## config.mk

```make
export PLATFORM = sky130hd
export DESIGN_NAME = key_matrix_scan_debounce
export DESIGN_NICKNAME = d
export VERILOG_FILES = /design/src/design/kmsd_pkg.sv /design/src/design/kmsd_in_stage.sv /design/src/design/kmsd_update.sv /design/src/design/kmsd_out_stage.sv /design/src/design/key_matrix_scan_debounce.sv
export SDC_FILE = /design/constraint.sdc
export NUM_CORES = 1
export LEC_CHECK = 0
export ABC_CLOCK_PERIOD_IN_PS = 22300
export BUFFER_PORTS_ARGS = -buffer_cell sky130_fd_sc_hd__buf_4
export CAP_MARGIN = 20
export CORE_MARGIN = 5
export CORE_UTILIZATION = 28
export CTS_BUF_LIST = sky130_fd_sc_hd__clkbuf_8 sky130_fd_sc_hd__clkbuf_16
export DETAILED_ROUTE_END_ITERATION = 10
export PLACE_DENSITY = 0.54
export SETUP_SLACK_MARGIN = 0.15
export SYNTH_ARGS = -nofsm -noshare
export SYNTH_HDL_FRONTEND = slang
export SYNTH_SLANG_ARGS = --single-unit
```

## constraint.sdc

```tcl
create_clock -name i_clk -period 22.3 [get_ports i_clk]
set_input_delay 3.345 -clock i_clk [delete_from_list [all_inputs] [get_ports i_clk]]
set_output_delay 3.345 -clock i_clk [all_outputs]
set_load 0.005 [all_outputs]
```

## src/design/kmsd_pkg.sv

```systemverilog
// Shared types, constants and the pin-to-column remap for the key matrix
// scan and debounce block. No dependencies.
package kmsd_pkg;

    localparam int COLS         = 18;
    localparam int IDX_W        = 3;
    localparam int PIN_W        = 16;
    localparam int CNT_W        = 8;
    localparam int ROWS_DEFAULT = 7;

    typedef logic [COLS-1:0]  t_cols;
    typedef logic [CNT_W-1:0] t_cnt;
    typedef logic [IDX_W-1:0] t_idx;
    typedef logic [PIN_W-1:0] t_pins;

    localparam t_cnt DEBOUNCE_RESET = t_cnt'(4);

    // One registered row reading, already remapped to columns.
    typedef struct packed {
        t_idx  row_index;
        t_cols cols;
        logic  last_row;
    } t_item;

    // One result beat.
    typedef struct packed {
        t_cols stable_row;
        logic  bounce;
        logic  committed;
        t_cnt  settle_left;
    } t_result;

    // Invert active-low pins: B0,B1 -> 0,1; B3..B15 -> 2..14; A7,A8,A15 -> 15..17.
    function automatic t_cols gather_columns(input t_pins pa, input t_pins pb);
        t_pins a;
        t_pins b;
        a = ~pa;
        b = ~pb;
        return {a[15], a[8], a[7], b[15:3], b[1:0]};
    endfunction

endpackage

```

## src/design/kmsd_in_stage.sv

```systemverilog
// Input register for one row reading; remaps pins to columns on capture.
// Depends on kmsd_pkg.
module kmsd_in_stage (
    input  logic           i_clk,
    input  logic           i_rst_n,
    input  logic           i_valid,
    input  kmsd_pkg::t_idx  i_row_index,
    input  kmsd_pkg::t_pins i_port_a_pins,
    input  kmsd_pkg::t_pins i_port_b_pins,
    input  logic           i_last_row,
    input  logic           i_advance,
    output logic           o_stall,
    output logic           o_full,
    output kmsd_pkg::t_item o_item
);
    import kmsd_pkg::*;

    logic  r_full;
    logic  n_full;
    t_item r_item;
    logic  load;

    assign o_stall = r_full && !i_advance;
    assign load    = i_valid && !o_stall;

    always_comb begin
        n_full = r_full;
        if (load) begin
            n_full = 1'b1;
        end else if (i_advance) begin
            n_full = 1'b0;
        end
    end

    always_ff @(posedge i_clk) begin
        if (!i_rst_n) begin
            r_full <= 1'b0;
        end else begin
            r_full <= n_full;
        end
    end

    always_ff @(posedge i_clk) begin
        if (load) begin
            r_item.row_index <= i_row_index;
            r_item.cols      <= gather_columns(i_port_a_pins, i_port_b_pins);
            r_item.last_row  <= i_last_row;
        end
    end

    assign o_full = r_full;
    assign o_item = r_item;

endmodule

```

## src/design/kmsd_update.sv

```systemverilog
// Row state (pending and stable rows), settle counter and debounce register,
// plus the one-pass update for a row reading. Depends on kmsd_pkg.
module kmsd_update #(
    parameter int ROWS = kmsd_pkg::ROWS_DEFAULT
) (
    input  logic              i_clk,
    input  logic              i_rst_n,
    input  logic              i_cfg_we,
    input  kmsd_pkg::t_cnt    i_cfg_data,
    input  logic              i_fire,
    input  kmsd_pkg::t_item   i_item,
    output kmsd_pkg::t_result o_result
);
    import kmsd_pkg::*;

    t_cols r_pending [ROWS];
    t_cols r_stable  [ROWS];
    t_cols n_pending [ROWS];
    t_cols n_stable  [ROWS];
    t_cnt  r_settle;
    t_cnt  n_settle;
    t_cnt  r_dbc;
    t_cnt  cnt_a;
    logic  [ROWS-1:0] hit;
    logic  changed;
    logic  dec;
    logic  commit;
    t_cols row_out;

    always_comb begin
        changed = 1'b0;
        for (int i = 0; i < ROWS; i++) begin
            hit[i] = (int'(i_item.row_index) == i);
            if (hit[i] && (r_pending[i] != i_item.cols)) begin
                changed = 1'b1;
            end
        end

        cnt_a    = changed ? r_dbc : r_settle;
        dec      = i_item.last_row && (cnt_a != '0);
        n_settle = dec ? cnt_a - t_cnt'(1) : cnt_a;
        commit   = dec && (n_settle == '0);

        row_out = '0;
        for (int i = 0; i < ROWS; i++) begin
            n_pending[i] = hit[i] ? i_item.cols : r_pending[i];
            n_stable[i]  = commit ? n_pending[i] : r_stable[i];
            if (hit[i]) begin
                row_out = n_stable[i];
            end
        end

        o_result.stable_row  = row_out;
        o_result.bounce      = changed && (r_settle != '0);
        o_result.committed   = commit;
        o_result.settle_left = n_settle;
    end

    always_ff @(posedge i_clk) begin
        if (!i_rst_n) begin
            for (int i = 0; i < ROWS; i++) begin
                r_pending[i] <= '0;
                r_stable[i]  <= '0;
            end
            r_settle <= DEBOUNCE_RESET;
        end else if (i_fire) begin
            for (int i = 0; i < ROWS; i++) begin
                r_pending[i] <= n_pending[i];
                r_stable[i]  <= n_stable[i];
            end
            r_settle <= n_settle;
        end
    end

    always_ff @(posedge i_clk) begin
        if (!i_rst_n) begin
            r_dbc <= DEBOUNCE_RESET;
        end else if (i_cfg_we) begin
            r_dbc <= i_cfg_data;
        end
    end

endmodule

```

## src/design/kmsd_out_stage.sv

```systemverilog
// Result register: holds one result beat until the receiver takes it.
// Depends on kmsd_pkg.
module kmsd_out_stage (
    input  logic              i_clk,
    input  logic              i_rst_n,
    input  logic              i_full,
    input  kmsd_pkg::t_result i_result,
    input  logic              i_stall,
    output logic              o_advance,
    output logic              o_valid,
    output kmsd_pkg::t_result o_result
);
    import kmsd_pkg::*;

    logic    r_valid;
    logic    n_valid;
    t_result r_result;

    assign o_advance = !r_valid || !i_stall;
    assign n_valid   = o_advance ? i_full : r_valid;

    always_ff @(posedge i_clk) begin
        if (!i_rst_n) begin
            r_valid <= 1'b0;
        end else begin
            r_valid <= n_valid;
        end
    end

    always_ff @(posedge i_clk) begin
        if (o_advance && i_full) begin
            r_result <= i_result;
        end
    end

    assign o_valid  = r_valid;
    assign o_result = r_result;

endmodule

```

## src/design/key_matrix_scan_debounce.sv

```systemverilog
// Top level of the key matrix row reader with one global debounce counter.
// Depends on kmsd_pkg, kmsd_in_stage, kmsd_update and kmsd_out_stage.
//
// Usage:
//   Input channel: one beat per matrix row reading (row index, raw active-low
//   port A and port B words, last-row-of-scan flag), taken at an edge with
//   i_in_valid high and o_in_stall low.
//   Output channel: one result beat per input beat (stable row of the
//   indexed row, bounce, committed, settle counter), taken at an edge with
//   o_out_valid high and i_out_stall low. Results keep input order.
//   Config channel: i_cfg_valid / o_cfg_ready write debounce_count; ready
//   is always high. Write only while no beat is in flight.
//   Path: a beat is captured in the input register, then the row update
//   feeds the result register, where the receiver takes it.
//   Throughput: one beat per cycle when i_out_stall is low; the row state
//   update is one combinational pass, so each beat sees the last beat's state.
//   Stall: while the result register is held, the input register holds its
//   beat and o_in_stall rises once that register is occupied as well.
//   Reset: synchronous, active low. All rows clear to zero, the settle
//   counter and debounce_count return to 4, both registers empty.
module key_matrix_scan_debounce #(
    parameter int ROWS = kmsd_pkg::ROWS_DEFAULT
) (
    input  logic                        i_clk,
    input  logic                        i_rst_n,
    // input beats
    input  logic                        i_in_valid,
    output logic                        o_in_stall,
    input  logic [kmsd_pkg::IDX_W-1:0]  i_row_index,
    input  logic [kmsd_pkg::PIN_W-1:0]  i_port_a_pins,
    input  logic [kmsd_pkg::PIN_W-1:0]  i_port_b_pins,
    input  logic                        i_last_row,
    // result beats
    output logic                        o_out_valid,
    input  logic                        i_out_stall,
    output logic [kmsd_pkg::COLS-1:0]   o_stable_row,
    output logic                        o_bounce,
    output logic                        o_committed,
    output logic [kmsd_pkg::CNT_W-1:0]  o_settle_left,
    // configuration
    input  logic                        i_cfg_valid,
    output logic                        o_cfg_ready,
    input  logic [kmsd_pkg::CNT_W-1:0]  i_cfg_data
);
    import kmsd_pkg::*;

    t_item   item;
    t_result upd_result;
    t_result out_result;
    logic    in_full;
    logic    advance;

    // Config always ready; user must write only while pipe is idle; unchecked.
    assign o_cfg_ready = 1'b1;

    // Stage 1: capture the reading and remap pins to columns.
    kmsd_in_stage u_in (
        .i_clk         (i_clk),
        .i_rst_n       (i_rst_n),
        .i_valid       (i_in_valid),
        .i_row_index   (i_row_index),
        .i_port_a_pins (i_port_a_pins),
        .i_port_b_pins (i_port_b_pins),
        .i_last_row    (i_last_row),
        .i_advance     (advance),
        .o_stall       (o_in_stall),
        .o_full        (in_full),
        .o_item        (item)
    );

    // Stage 2: update pending/stable rows and the counter as the beat moves on.
    kmsd_update #(
        .ROWS (ROWS)
    ) u_upd (
        .i_clk      (i_clk),
        .i_rst_n    (i_rst_n),
        .i_cfg_we   (i_cfg_valid && o_cfg_ready),
        .i_cfg_data (i_cfg_data),
        .i_fire     (in_full && advance),
        .i_item     (item),
        .o_result   (upd_result)
    );

    // Result register: hold the beat while the receiver stalls.
    kmsd_out_stage u_out (
        .i_clk     (i_clk),
        .i_rst_n   (i_rst_n),
        .i_full    (in_full),
        .i_result  (upd_result),
        .i_stall   (i_out_stall),
        .o_advance (advance),
        .o_valid   (o_out_valid),
        .o_result  (out_result)
    );

    assign o_stable_row  = out_result.stable_row;
    assign o_bounce      = out_result.bounce;
    assign o_committed   = out_result.committed;
    assign o_settle_left = out_result.settle_left;

endmodule

```

==> results.toml, run 1 <==
[routing]
drc = 0
routed_wl_mm = 51.3
viasPerCell = 5.11
drt_first_pass_iters = 5
drt_iter0_markers = 1055
wl_per_cell_um = 21.0
dr_total_vias = 12500
antenna_left = 0

[yosys]
async_reset_ff_share_pct = 0
seq_area_frac_synth_pct = 53.1
synth-edff-count = 302
avgSynthCellArea_sq_um = 11.2
synth_area_sq_um = 17800
syn-num-nets = 1630
yosysWarnings = 0
ys.flop_type = "edfxtp_1"
synth-seq-cells = 320
syn_inst = 1579
synth_cell_types = 57

[die]
design.die.area_sq_um = 68600
die_x_um = 262
core_sq_um = 63000
initial_core_util_pct = 28.2
fp-row-count = 92
fp.dieH_um = 262
num_io_pins = 80

[sta]
hold_viol_final = 0
fin_skew_ns = 0.0246
final-max-slew-violation-count = 0
max_freq_ghz = 0.110
period_needed_ns = 9.12
rsz0062_at_grt = "false"
period_share_pct = 40.9
fin_setup_tns_ns = 0
tightest_slew_ns = 1.12
setup_violations = 0
max_slew_margin_pct = 25.2

[clock_tree]
clock_latency_ns = 0.57
postCtsSetupBuffers = 0
cts_buffers = 38
path_clk_slew_ns = 0.06
htreeDepth = 2
cts_tree = "built"
clock_path_buffers = 3
holdBufCountCts = 0
cts_resized = 0
cts_sinks = 320
root_buffer = "clkbuf_16"

[critical_path]
crit_path_top_delay_cell = "edfxtp_1"
critPathBufInv = 3
ff2ff_setup_slack_ns = 13.18
arrival_ns = 9.40
critPathKind = "flip-flop to flip-flop"
path_cells = "xor2_1 > nor4_1 > nand3_1 > o41ai_2 > nand3b_1 > nor2_2 > mux2i_1 > ha_1 > nor2b_1 > nand3b_1 > and4_1 > xnor2_1 > nand4_1 > nor3_1 > o22a_1 > buf_4 > nand2_8 > inv_8 > buf_4 > o21ai_0 > a211o_1 > a22o_1"
cp.required_ns = 22.58
cp_max_fo = 92
r2r_start = "u_in.o_item[10]"
slowest_delay_ns = 0.89
crit_family = "simple AND/OR/NAND/NOR gates"
startpoint_type = "flip-flop"
ff2ff_path_depth = 22
setup.worst_path.end_class = "flip-flop"
r2r_end = "u_out.o_result[10]"

[global_routing]
first_global_vias = 12200
track_usage_pct = 14.5
antenna_found_initial = 4
grt_pass1_wl_mm = 76.8
grt_max_degree = 93
grt-ovfl-total = 0

[finish]
fin_cells = 2443
final_common_cell = "edfxtp_1"
n_antenna_cell = 0
utilization_pct = 32.0
drive_above_1_share_pct = 15.7
final_cell_mix = "302 x edfxtp_1, 207 x nor2_1, 143 x mux2i_1"
synthToLayoutAreaGrowth_pct = 13.4
fin_nets = 1621

[run]
drv_cap = 0

[power_and_ir_drop]
p_leak_nw = 7.44
power_density_nw_per_um2 = 76.5
ir_worst_vdd_mv = 0.0409
power_mw = 1.54

[run_status]
status = "finished, final reports clean"

[worst_hold_path]
hp-class = "flip-flop to flip-flop"
hold_end = "u_upd.r_settle[5]"
hold_depth = 2
hold_start = "u_upd.r_settle[5]"

[placement]
io_buffers = 64
gp_congestion = 0.812
place_inst = 2375
dpl.hpwl_mm = 31.6
## kinds of logic (layout without fill, tap and decap cells)
group	after synthesis	after routing	share of synthesized area (%)
AOI/OAI and AO/OA	355	355	15.3
xor gates and xnor gates	134	134	6.61
adders and majority gates	2	2	0.141
buffers and inverters	188	206	4.90
DFF	320	320	53.1
muxes	143	143	8.06
other	1	1	0.0211
and+or+nand+nor	436	436	11.9
## where the power goes
group	switching, mW	total, mW	leakage (nW)	internal, mW
registers	0.0258	0.729	3.31	0.704
logic	0.130	0.197	3.50	0.0675
clock network	0.259	0.614	0.623	0.354
## synthesized netlist by cell type (all sizes together) (4+ instances only)
master  count  area share (%)
xor2       84             4.1
nor3b       4            0.17
a211oi     72             5.0
a21boi      6            0.25
buf        61             2.2
inv        39            0.85
o41ai       4            0.37
nor2b      32             1.1
nor2      209             4.5
nand4      16            0.56
dfxtp      18             2.0
nor4       21            0.74
xnor2      50             2.5
o211a      19             1.1
a22o       18            0.89
nor3        9            0.25
clkbuf     88             1.9
a31oi      18            0.63
mux2i     143             8.1
o221ai     18            0.89
a211o      18            0.89
nand2      63             1.4
or3        36             1.3
o21ai      74             2.1
edfxtp    302              51
a21oi      99             2.8
nand3      27             1.0
nand3b      5            0.21
## layer usage
metal,up-vias,global-route usage (%),share of wire [%]
li1,5780,-,-
met1,6238,19.9,44
met2,375,23.1,46
met3,77,3.00,6.6
met4,2,4.91,2.9
met5,-,0,0.021
## layout make-up
class / instances / area (sq um)
well taps: 846 / 1060
clock buffers: 41 / 992
inverters: 39 / 154
multi-input cells: 1071 / 7500
flip-flops and latches: 320 / 9430
clock inverters: 26 / 204
fillers: 6371 / 42800
repair buffers: 100 / 791
## state kept, by name, summed over array words and instances (netlist names)
register / cells
u_upd.r_dbc: 8
u_out.o_valid: 1
u_upd.r_stable: 126
u_upd.r_settle: 8
u_out.o_result: 28
u_in.o_item: 22
u_upd.r_pending: 126
u_in.o_full: 1
## worst max-delay path by stage
stage	from	endpoint	slack [ns]	cells past startpoint
2_1_floorplan	i_rst_n	u_upd.r_pending[0][0]	12.37	3
3_3_place_gp	u_in.o_item[1]	u_out.o_result[10]	13.52	22
3_5_place_dp	u_in.o_item[16]	u_out.o_result[10]	13.42	22
4_1_cts	u_in.o_item[16]	u_out.o_result[10]	13.38	22
5_1_grt	u_in.o_item[10]	u_out.o_result[10]	12.83	22
6_report	u_in.o_item[10]	u_out.o_result[10]	13.18	22
## worst register-to-register path: cells and delay by family, from the launching register on
kind                       cells  cell delay (ns)
DFF                            1             0.89
and+or+nand+nor               10             3.30
AOI/OAI and AO/OA              5             1.78
adders and majority gates      1             0.30
muxes                          1             0.44
buffers and inverters          3             1.80
xor gates and xnor gates       2             0.34
## per-stage QoR
| stage | cell area [sq um] | worst slack, ns | hold slack, ns |
|---|---|---|---|
| floorplan | 17800 | 12.37 | 0.468 |
| global placement | 18900 | 13.52 | 0.489 |
| detailed placement | 18900 | 13.42 | 0.504 |
| CTS | 20100 | 13.38 | 0.513 |
| global route | 20100 | 12.83 | 0.548 |
| finish | 20100 | 13.18 | 0.508 |
Note: power is estimated with default switching activity, not from simulation.
==> run 2, diff against run 1 <==
--- a/config.mk
+++ b/config.mk
@@ -5,7 +5,7 @@
 export SDC_FILE = /design/constraint.sdc
 export NUM_CORES = 1
 export LEC_CHECK = 0
-export ABC_CLOCK_PERIOD_IN_PS = 22300
+export ABC_CLOCK_PERIOD_IN_PS = 9280
 export BUFFER_PORTS_ARGS = -buffer_cell sky130_fd_sc_hd__buf_4
 export CAP_MARGIN = 20
 export CORE_MARGIN = 5
==> constraint.sdc (replaced) <==
create_clock -name i_clk -period 9.28 [get_ports i_clk]
set_input_delay 1.392 -clock i_clk [delete_from_list [all_inputs] [get_ports i_clk]]
set_output_delay 1.392 -clock i_clk [all_outputs]
set_load 0.005 [all_outputs]
==> run 2 against run 1 <==
  * Setup slack worse by 12 ns
  * Cell count is 0.74% higher
  * First-iteration DRC count is 0.95% higher
  * Fmax is 18% higher
  * Combinational power is 140% higher
  * Largest power group unchanged
  * Global-route usage is 0.14 points higher
  * Sequential power is 140% higher
  * Clock skew is 0.0082 ns lower
  * Total power is 150% higher
  * Sequential share of layout area is 0.59 points lower
  * Flip-flop and latch count stayed put
  * Count of clock-buffer cells in the layout is 2 lower
==> results.toml, run 2 (synthesis gave the netlist of run 1 again) <==
[routing]
viasPerCell = 5.08
wl_per_cell_um = 21.0
drt_iter0_markers = 1065
antenna_left = 0
drt_first_pass_iters = 7
dr_total_vias = 12500
drc = 0
routed_wl_mm = 51.7

[clock_tree]
path_clk_slew_ns = 0.06
clock_latency_ns = 0.55
cts_sinks = 320
holdBufCountCts = 0
cts_resized = 0
root_buffer = "clkbuf_16"
htreeDepth = 2
clock_path_buffers = 3
cts_tree = "built"
cts_buffers = 38
postCtsSetupBuffers = 0

[power_and_ir_drop]
power_density_nw_per_um2 = 188
p_seq_share_pct = 45.8
power.internal_mw = 2.82
p_leak_nw = 7.54
combPwrFrac_pct = 12.4
clock_power_share_pct = 41.8
power.net_switching_mw = 1.02
ir_worst_vdd_mv = 0.103
switching_share_pct = 26.5

[global_routing]
first_global_vias = 12400
grt_max_degree = 138
track_usage_pct = 14.7
grt-ovfl-total = 0
grt_pass1_wl_mm = 77.1
antenna_found_initial = 2

[finish]
n_antenna_cell = 0
drive_above_1_share_pct = 16.7
multi_input_area_sq_um = 7500
fin_nets = 1636
final-seq-area_sq_um = 9430
fillers = 6380
final_common_cell = "edfxtp_1"
fin_cells = 2461
synthToLayoutAreaGrowth_pct = 14.8
final_cell_mix = "302 x edfxtp_1, 207 x nor2_1, 143 x mux2i_1"

[sta]
hold_viol_final = 0
final-max-slew-violation-count = 0
layout_setup_ws_ns = 1.55
max_freq_ghz = 0.129
rsz0062_at_grt = "false"
fin_skew_ns = 0.0164
period_share_pct = 83.3
tightest_slew_ns = 1.14
fin_setup_tns_ns = 0
setup_violations = 0
max_slew_margin_pct = 23.7
period_needed_ns = 7.73

[placement]
place_inst = 2390
post-place-ws_ns = 1.61
io_buffers = 64
dpl.hpwl_mm = 32.8
gp_congestion = 0.814

[critical_path]
crit_path_top_delay_cell = "edfxtp_1"
path_cells = "xor2_1 > nor4_1 > nand3_1 > o41ai_2 > nand3b_1 > nor2_2 > mux2i_1 > ha_1 > nor2b_1 > nand3b_1 > and4_1 > xnor2_1 > nand4_1 > nor3_1 > o22a_1 > nand2_8 > inv_8 > buf_12 > a21oi_1 > o221ai_1 > a22o_1"
setup.worst_path.end_class = "flip-flop"
cp_max_fo = 65
crit_family = "simple AND/OR/NAND/NOR gates"
startpoint_type = "flip-flop"
critPathKind = "flip-flop to flip-flop"
cp.required_ns = 9.68
critPathBufInv = 2
crit_top_cell = "nand3b_1"
slowest_delay_ns = 0.92
arrival_ns = 8.13

[die]
num_io_pins = 80
core_sq_um = 63000
initial_core_util_pct = 28.2
design.die.area_sq_um = 68600
die_x_um = 262
fp.dieH_um = 262
fp-row-count = 92

[run_status]
status = "finished, final reports clean"

[run]
drv_cap = 0

[worst_hold_path]
hp-class = "flip-flop to flip-flop"
-- run 2: per-layer routing --
layer,GRT usage [%],part of all wire [%],up-vias
li1,-,-,5812
met1,19.8,44,6252
met2,23.9,47,361
met3,3.44,7.1,81
met4,3.88,2.4,2
met5,0,0.023,-
-- run 2: path summary, 6_finish.rpt --
check             slack (ns)  cells past startpoint               from                 end
setup / recovery        1.55                     21     u_in.o_item[3]  u_out.o_result[20]
hold / removal          0.51                      2  u_upd.r_settle[1]   u_upd.r_settle[1]
setup reg to reg        1.55                     21     u_in.o_item[3]  u_out.o_result[20]
hold reg to reg         0.51                      2  u_upd.r_settle[1]   u_upd.r_settle[1]
-- run 2: area by class of cell --
type | instances | area share, %
flip-flops and latches | 320 | 46.3
multi-input cells | 1071 | 36.8
well taps | 846 | 5.19
clock buffers | 39 | 4.79
repair buffers | 115 | 4.52
clock inverters | 31 | 1.69
inverters | 39 | 0.755
-- run 2: power groups by stage --
stage	combinational (mW)	sequential, mW	clock [mW]
floorplan	0.322	1.78	0
global route	0.515	1.77	1.69
global placement	0.471	1.78	0
finish	0.475	1.76	1.60
CTS	0.476	1.76	1.64
detailed placement	0.474	1.79	0
-- run 2: stage by stage --
| stage | power [mW] | instance area, sq um | hold WS, ns | util, % |
|---|---|---|---|---|
| finish | 3.83 | 20400 | 0.506 | 32.4 |
| global route | 3.98 | 20400 | 0.546 | 32.4 |
| CTS | 3.87 | 20400 | 0.516 | 32.3 |
| detailed placement | 2.26 | 19000 | 0.508 | 30.2 |
| global placement | 2.25 | 19000 | 0.490 | 30.2 |
| floorplan | 2.10 | 17800 | 0.468 | - |
-- run 2: worst register-to-register path: cells and delay by family, from the launching register on --
family | cells | cell delay, ns
XOR/XNOR | 2 | 0.33
buffers and inverters | 2 | 0.74
AO/OA/AOI/OAI | 5 | 1.82
flip-flops | 1 | 0.92
AND/OR/NAND/NOR | 10 | 3.07
multiplexers | 1 | 0.41
adder cells (fa/ha/maj) | 1 | 0.27
==> run 3, diff against run 2 <==
--- a/config.mk
+++ b/config.mk
@@ -5,7 +5,7 @@
 export SDC_FILE = /design/constraint.sdc
 export NUM_CORES = 1
 export LEC_CHECK = 0
-export ABC_CLOCK_PERIOD_IN_PS = 9280
+export ABC_CLOCK_PERIOD_IN_PS = 7160
 export BUFFER_PORTS_ARGS = -buffer_cell sky130_fd_sc_hd__buf_4
 export CAP_MARGIN = 20
 export CORE_MARGIN = 5
==> constraint.sdc (replaced) <==
create_clock -name i_clk -period 7.16 [get_ports i_clk]
set_input_delay 1.074 -clock i_clk [delete_from_list [all_inputs] [get_ports i_clk]]
set_output_delay 1.074 -clock i_clk [all_outputs]
set_load 0.005 [all_outputs]
==> run 3 against run 2 <==
  * Clock power increased by 14%
  * Clock skew increased by 0.011 ns
  * Highest routed layer is now met4
  * Setup slack worse by 1.1 ns
  * Global-route usage is 0.53 points higher
==> results.toml, run 3 (synthesis gave the netlist of run 1 again) <==
[routing]
routed_wl_mm = 53.6
drt_first_pass_iters = 6
antenna_left = 0
wl_per_cell_um = 21.6
drt_iter0_markers = 987
dr_total_vias = 12700
drc = 0
viasPerCell = 5.12

[global_routing]
grt_max_degree = 134
gr-usage-met2_pct = 24.4
grt_pass1_wl_mm = 79.9
first_global_vias = 12500
grt-ovfl-total = 0
grt_util_met1_pct = 20.9
use_met3_pct = 3.51
antenna_found_initial = 0
busiest_layer = "met2"
track_usage_pct = 15.2

[power_and_ir_drop]
ir_worst_vdd_mv = 0.156
power_density_nw_per_um2 = 232
p_leak_nw = 7.61

[finish]
drive_above_1_share_pct = 17.3
final_cell_mix = "302 x edfxtp_1, 207 x nor2_1, 143 x mux2i_1"
fillers = 6397
fin_nets = 1658
synthToLayoutAreaGrowth_pct = 15.1
fin_cells = 2479
n_antenna_cell = 0
final_common_cell = "edfxtp_1"

[sta]
period_needed_ns = 6.70
layout_setup_ws_ns = 0.456
tightest_slew_ns = 1.03
final-max-slew-violation-count = 0
fin_skew_ns = 0.0275
fin_setup_tns_ns = 0
period_share_pct = 93.6
max_slew_margin_pct = 30.5
setup_violations = 0
whs_ns = 0.511
max_freq_ghz = 0.149
rsz0062_at_grt = "false"
hold_viol_final = 0

[clock_tree]
clock_latency_ns = 0.57
cts_resized = 0
htreeDepth = 2
postCtsSetupBuffers = 0
clock_path_buffers = 3
path_clk_slew_ns = 0.06
cts_sinks = 320
cts_tree = "built"
cts_buffers = 39
root_buffer = "clkbuf_16"
holdBufCountCts = 0

[critical_path]
path_cells = "buf_4 > xor2_1 > nor4_1 > a41oi_1 > nand3b_1 > nor2_2 > mux2i_1 > ha_1 > nor2b_1 > nand3b_1 > nand4_1 > xor2_1 > nand2_1 > nor3_1 > o22a_1 > nand2_8 > inv_8 > buf_4 > a21oi_1 > o221ai_1 > a22o_1"
crit_family = "simple AND/OR/NAND/NOR gates"
startpoint_type = "flip-flop"
setup.worst_path.end_class = "flip-flop"
arrival_ns = 7.10
critPathBufInv = 3
critPathKind = "flip-flop to flip-flop"
ff2ff_setup_slack_ns = 0.46
cp_max_fo = 19
cp.required_ns = 7.55
crit_path_top_delay_cell = "nor4_1"
slowest_delay_ns = 0.89

[placement]
io_buffers = 64
post-place-ws_ns = 0.698
gp_congestion = 0.835
place_inst = 2410
dpl.hpwl_mm = 34.9

[worst_hold_path]
hp-class = "flip-flop to flip-flop"

[run]
drv_cap = 0

[die]
fp.dieH_um = 262
num_io_pins = 80
die_x_um = 262
design.die.area_sq_um = 68600
initial_core_util_pct = 28.2
fp-row-count = 92
core_sq_um = 63000

[run_status]
status = "finished, final reports clean"
## run 3: cell count changes in the layout (fill, tap and decap cells not counted), moves of 2 or more
cell        delta
buf_12         +6
buf_4         +14
bufinv_16      -7
clkinv_2       +2
clkinvlp_4     -4
inv_1          +5
## run 3: through the flow
stage          instance area (sq um)  power, mW  utilization (%)
6_report                       20400       4.74             32.5
5_1_grt                        20400       4.92             32.5
4_1_cts                        20400       4.77             32.4
3_5_place_dp                   19300       2.95             30.6
3_3_place_gp                   19300       2.94             30.6
2_1_floorplan                  17800       2.71                -
## run 3: area by class of cell
class,count,area [sq um],share of cell area [%]
multi-input cells,1071,7510,36.7
flip-flops and latches,320,9430,46.1
well taps,846,1060,5.18
clock inverters,28,149,0.729
clock buffers,39,976,4.78
repair buffers,136,1160,5.68
inverters,39,154,0.753
## run 3: final timing paths
kind / from / to / cells past startpoint
setup / recovery: u_in.o_item[3] / u_out.o_result[20] / 21
hold / removal: u_upd.r_settle[1] / u_upd.r_settle[1] / 2
setup reg to reg: u_in.o_item[3] / u_out.o_result[20] / 21
hold reg to reg: u_upd.r_settle[1] / u_upd.r_settle[1] / 2
## run 3: report_power, final
| group | internal, mW | switching (mW) |
|---|---|---|
| Clock | 0.993 | 0.824 |
| Combinational | 0.222 | 0.411 |
| Sequential | 2.19 | 0.0925 |
| Total | 3.41 | 1.33 |
## run 3: metal layers
layer,part of all wire (%),up-vias
met2,47,407
met5,0,-
met4,1.9,0
met3,7.4,62
met1,44,6361
li1,-,5856
## run 3: worst register-to-register path, stage by stage (launching register included)
cell      delay, ns
edfxtp_1       0.75
buf_4          0.31
xor2_1         0.10
nor4_1         0.89
a41oi_1        0.25
nand3b_1       0.37
nor2_2         0.38
mux2i_1        0.39
ha_1           0.27
nor2b_1        0.21
nand3b_1       0.17
nand4_1        0.17
xor2_1         0.19
nand2_1        0.09
nor3_1         0.35
o22a_1         0.32
nand2_8        0.08
inv_8          0.18
buf_4          0.22
a21oi_1        0.05
o221ai_1       0.45
a22o_1         0.32
